<file path="src/rtl/pfr_pkg.sv">
`default_nettype none
package pfr_pkg;

   localparam int COLUMNS     = 128;
   localparam int PAGES       = 8;
   localparam int STORE_BYTES = COLUMNS * PAGES;
   localparam int ADDR_W      = $clog2(STORE_BYTES);
   localparam int CNT_W       = $clog2(STORE_BYTES + 1);
   localparam int PAGE_W      = (PAGES > 1) ? $clog2(PAGES) : 1;
   localparam int DATA_START  = 3;
   localparam int POS_W       = $clog2(COLUMNS + DATA_START);
   localparam int QUEUE_DEPTH = 2;
   localparam int QPTR_W      = (QUEUE_DEPTH > 1) ? $clog2(QUEUE_DEPTH) : 1;
   localparam int QCNT_W      = $clog2(QUEUE_DEPTH + 1);

   localparam logic [7:0] CMD_PAGE_BASE       = 8'hB0;
   localparam logic [7:0] CMD_HIGH_COLUMN     = 8'h10;
   localparam logic [3:0] COLUMN_OFFSET_RESET = 4'h2;

   localparam logic [2:0] REQ_DRAW    = 3'd0;
   localparam logic [2:0] REQ_CLEAR   = 3'd1;
   localparam logic [2:0] REQ_SAVE    = 3'd2;
   localparam logic [2:0] REQ_RESTORE = 3'd3;
   localparam logic [2:0] REQ_START   = 3'd4;
   localparam logic [2:0] REQ_TICK    = 3'd5;

   typedef enum logic [2:0] {
      OP_DRAW,
      OP_CLEAR,
      OP_SAVE,
      OP_RESTORE,
      OP_START,
      OP_TICK
   } op_type;

   typedef struct packed {
      op_type              op;
      logic [ADDR_W-1:0]   addr;
      logic [2:0]          bit_sel;
      logic                on;
   } cmd_type;

   typedef struct packed {
      logic    valid;
      cmd_type cmd;
   } queue_out_type;

   typedef struct packed {
      logic init_busy;
   } back_status_type;

endpackage
`default_nettype wire

</file>
<file path="src/rtl/pfr_front.sv">
`default_nettype none
module pfr_front (
   input  wire logic                     clock,
   input  wire logic                     reset,
   input  wire logic                     req_valid,
   output logic                          req_stall,
   input  wire logic [2:0]               req_type,
   input  wire logic [7:0]               req_pixel_x,
   input  wire logic [7:0]               req_pixel_y,
   input  wire logic                     req_pixel_on,
   input  wire pfr_pkg::back_status_type status,
   output pfr_pkg::queue_out_type        queue_out,
   input  wire logic                     queue_pop
);
   import pfr_pkg::*;

   cmd_type             q_ff [QUEUE_DEPTH];
   logic [QPTR_W-1:0]   wr_ptr_ff, wr_ptr_in;
   logic [QPTR_W-1:0]   rd_ptr_ff, rd_ptr_in;
   logic [QCNT_W-1:0]   count_ff, count_in;

   cmd_type             cmd;
   logic                keep;
   logic                in_range;
   logic [PAGE_W-1:0]   page;
   logic                push;
   logic                full;

   always_comb begin
      in_range    = (req_pixel_x <= 8'(COLUMNS - 1)) && (req_pixel_y <= 8'(8 * PAGES - 1));
      page        = PAGE_W'(req_pixel_y >> 3);
      cmd.addr    = ADDR_W'(ADDR_W'(page) * ADDR_W'(COLUMNS) + ADDR_W'(req_pixel_x));
      cmd.bit_sel = req_pixel_y[2:0];
      cmd.on      = req_pixel_on;
      cmd.op      = OP_TICK;
      keep        = 1'b1;
      case (req_type)
         REQ_DRAW: begin
            cmd.op = OP_DRAW;
            keep   = in_range;
         end
         REQ_CLEAR:   cmd.op = OP_CLEAR;
         REQ_SAVE:    cmd.op = OP_SAVE;
         REQ_RESTORE: cmd.op = OP_RESTORE;
         REQ_START:   cmd.op = OP_START;
         REQ_TICK:    cmd.op = OP_TICK;
         default:     keep   = 1'b0;
      endcase
   end

   assign full      = (count_ff == QCNT_W'(QUEUE_DEPTH));
   assign req_stall = reset || status.init_busy || full;
   assign push      = req_valid && !req_stall && keep;

   assign queue_out.valid = (count_ff != '0);
   assign queue_out.cmd   = q_ff[rd_ptr_ff];

   always_comb begin
      wr_ptr_in = wr_ptr_ff;
      rd_ptr_in = rd_ptr_ff;
      count_in  = count_ff;
      if (push) begin
         wr_ptr_in = (wr_ptr_ff == QPTR_W'(QUEUE_DEPTH - 1)) ? '0 : wr_ptr_ff + 1'b1;
      end
      if (queue_pop) begin
         rd_ptr_in = (rd_ptr_ff == QPTR_W'(QUEUE_DEPTH - 1)) ? '0 : rd_ptr_ff + 1'b1;
      end
      if (push && !queue_pop) begin
         count_in = count_ff + 1'b1;
      end else if (!push && queue_pop) begin
         count_in = count_ff - 1'b1;
      end
   end

   always_ff @(posedge clock) begin
      if (push) begin
         q_ff[wr_ptr_ff] <= cmd;
      end
   end

   always_ff @(posedge clock) begin
      if (reset) begin
         wr_ptr_ff <= '0;
         rd_ptr_ff <= '0;
         count_ff  <= '0;
      end else begin
         wr_ptr_ff <= wr_ptr_in;
         rd_ptr_ff <= rd_ptr_in;
         count_ff  <= count_in;
      end
   end

endmodule
`default_nettype wire

</file>
<file path="config.mk">
export PLATFORM = sky130hd
export DESIGN_NAME = pfr_front
export DESIGN_NICKNAME = d
export VERILOG_FILES = /design/src/rtl/pfr_pkg.sv /design/src/rtl/pfr_front.sv
export SDC_FILE = /design/constraint.sdc
export NUM_CORES = 1
export LEC_CHECK = 0
export BUFFER_PORTS_ARGS = -buffer_cell sky130_fd_sc_hd__buf_2
export CAP_MARGIN = 30
export CORE_ASPECT_RATIO = 1.1
export CORE_MARGIN = 2
export CORE_UTILIZATION = 48
export CTS_BUF_LIST = sky130_fd_sc_hd__clkbuf_2 sky130_fd_sc_hd__clkbuf_4 sky130_fd_sc_hd__clkbuf_8
export CTS_CLUSTER_DIAMETER = 40
export DETAILED_ROUTE_END_ITERATION = 12
export PLACE_DENSITY = 0.78
export SLEW_MARGIN = 0
export SYNTH_ARGS = -nofsm -noshare
export SYNTH_HDL_FRONTEND = slang
export SYNTH_SLANG_ARGS = --single-unit
</file>
<file path="constraint.sdc">
create_clock -name clock -period 2.1 [get_ports clock]
set_input_delay 0.21 -clock clock [delete_from_list [all_inputs] [get_ports clock]]
set_output_delay 0.21 -clock clock [all_outputs]
set_load 0.1 [all_outputs]
</file>
==> flow_metrics.py <==
metrics = {
    "run_status": {
        "run_status": "finished clean",
    },
    "detailed_routing": {
        "dr.pass1.iters": 4,
        "avgViaCountPerCell": 4.91,
        "routed_wirelength_mm": 2.32,
        "ant_nets": 0,
        "num_vias": 839,
        "drtIter0Drc": 10,
        "wl_per_cell_um": 13.5,
        "drc": 0,
    },
    "timing": {
        "setup_violations": 0,
        "fin_crit_ns": 1.93,
        "rsz0062_at_grt": "no",
        "maxSlewViolCount": 0,
        "slew_headroom": 0.674,
        "finalCritPeriodShare": 0.920,
        "timing.final.ws_setup_ns": 0.168,
        "hold_viol": 0,
        "worst-slew-pin-transition_ns": 0.493,
        "fmax_mhz": 518,
        "setup_tns_ns": 0,
        "fin_skew_ns": 0.0101,
    },
    "power": {
        "leakage_nw": 0.725,
        "powerDensity_nw_per_um2": 882,
        "ir_drop_uv": 535,
    },
    "final_layout": {
        "final_common_cell": "buf_2",
        "fin_cells": 171,
        "nNetsFinal": 164,
        "syn_to_final_growth_pct": 21.2,
        "diodes": 0,
        "drive_gt1_frac": 0.540,
        "most-common-layout-cells": "buf_2, edfxtp_1, mux2_2, clkbuf_4, dfxtp_1",
    },
    "hold_path": {
        "worstHoldPathType": "input pin to flip-flop",
        "hold_path_depth": 1,
    },
    "grt": {
        "grt_use_met3": 0.0663,
        "grt_busiest_layer": "met2",
        "first_global_vias": 862,
        "grt_max_degree": 18,
        "grt_use_met1": 0.122,
        "gr-usage-all-layers": 0.139,
        "antenna_found_initial": 0,
        "use_met2": 0.253,
        "grt_pass1_wl_mm": 3.59,
        "gr-total-overflow": 0,
    },
    "worst_setup_path": {
        "crit_arrival_ns": 2.19,
        "crit_fanout": 4,
        "critPathCaptureType": "flip-flop",
        "crit_buf_inv": 1,
        "crit_family": "simple AND/OR/NAND/NOR gates",
        "path_class": "flip-flop to flip-flop",
        "slowest_stage": "dfxtp_1",
        "cp_slowest_stage_delay_ns": 0.40,
        "cp_cell_sequence": "inv_1, a211oi_1, and4_4, ha_1, or3_1, a21oi_1",
        "r2r_cells": 6,
        "worstPathRequired_ns": 2.36,
        "startpoint_type": "flip-flop",
        "cp_num_cells": 6,
    },
    "clock_network": {
        "cts.sinks": 39,
        "insertion_delay_ns": 0.33,
        "cts_buffers": 5,
        "cts_max_level": 2,
        "clockBufferDepth": 2,
        "cts_root_buf": "clkbuf_4",
        "ctsHoldBuffers": 0,
        "cts_tree": "done",
        "clk_pin_slew_ns": 0.10,
    },
    "die": {
        "io_pins": 44,
        "fp.dieH_um": 63.0,
        "die_width_um": 57.7,
        "dieArea_um2": 3630,
        "rows": 21,
        "core_um2": 3050,
        "initial_utilization": 0.499,
    },
    "logic_synthesis": {
        "synth_largest_area_cell": "edfxtp_1",
        "seq_area_frac_synth": 0.737,
        "syn-mean-instance-area_um2": 17.5,
        "synthTopCellsByArea": "edfxtp_1, mux2_2, dfxtp_1",
        "yosysWarningCount": 0,
        "netlist_area_um2": 1520,
        "syn_inst": 87,
        "syn_nets": 115,
        "synth_top_area_share": 0.672,
        "synth-seq-cells": 39,
        "synth_cell_types": 23,
    },
    "placed_design": {
        "place_inst": 163,
        "dp_slack_ns": 0.0513,
        "routabilityCongestion": 0.700,
        "place.detailed.hpwl_mm": 1.68,
        "port_buffers": 43,
    },
    "run": {
        "maxCapViolCount": 0,
    },
}
-- state kept, by name, summed over array words and instances, names as in the netlist, named ones only --
signal / flops
count_ff: 2
wr_ptr_ff: 1
rd_ptr_ff: 1
q_ff: 34
-- synth_stat cells, drive strengths merged --
library cell	count
mux2i	1
inv	3
buf	2
or4	1
and4	1
nor2	3
xor2	3
a21oi	1
and2	1
o21ai	1
nand2b	2
nor3	1
mux2	17
xnor2	1
edfxtp	34
dfxtp	5
clkbuf	1
nor2b	2
a211oi	1
nand2	1
or3	1
or2	1
ha	3
-- timing repair --
item                                    4_1_cts  5_1_grt
gates resized for setup                       0        1
buffers inserted                              0        0
hold endpoints to repair                      0        0
endpoints found under the setup margin        0       17
-- kinds of logic (layout without fill, tap and decap cells) --
| group | count (synthesis) | in the layout | synth area share |
|---|---|---|---|
| DFF | 39 | 39 | 0.737 |
| muxes | 18 | 18 | 0.133 |
| and+or+nand+nor | 14 | 14 | 0.0543 |
| buffers and inverters | 6 | 56 | 0.0165 |
| xor gates and xnor gates | 4 | 4 | 0.0230 |
| adders and majority gates | 3 | 3 | 0.0247 |
| AOI/OAI and AO/OA | 3 | 3 | 0.0115 |
-- cell type report --
| class | instances | area, µm² |
|---|---|---|
| fill | 242 | 1200 |
| timing repair buffer | 45 | 230 |
| inverter | 3 | 11.3 |
| tap | 34 | 42.5 |
| multi-input combinational | 42 | 378 |
| sequential | 39 | 1120 |
| clock buffer | 8 | 60.1 |
-- power by group --
part / internal [W] / switching [W] / total [W] / leakage [nW]
Sequential: 0.000867 / 0.0000108 / 0.000878 / 0.349
Clock: 0.000172 / 0.000209 / 0.000381 / 0.0368
Combinational: 0.0000857 / 0.000280 / 0.000366 / 0.340
Total: 0.00113 / 0.000500 / 0.00163 / 0.725
-- metrics by stage --
| step | hold slack (ns) | total power [W] | area, µm² | util |
|---|---|---|---|---|
| global placement | 0.401 | 0.00126 | 1780 | 0.585 |
| floorplan | 0.279 | 0.00119 | 1520 | - |
| global route | 0.0349 | 0.00169 | 1840 | 0.605 |
| finish | 0.0613 | 0.00163 | 1840 | 0.605 |
| CTS | 0.0472 | 0.00165 | 1840 | 0.604 |
| detailed placement | 0.405 | 0.00126 | 1780 | 0.585 |
-- per-layer routing --
metal	part of all wire	routed length, µm
met1	0.36	835
met2	0.54	1260
met3	0.075	174
met4	0.020	47
met5	0	0
-- final timing paths --
path                 end            from  slack (ns)
max reg2reg  count_ff[1]     count_ff[0]        0.17
min reg2reg    flip-flop       rd_ptr_ff        0.52
min           q_ff[0][2]  req_pixel_y[1]        0.06
max          count_ff[1]     count_ff[0]        0.17
Power figures use the tool's default switching activity.
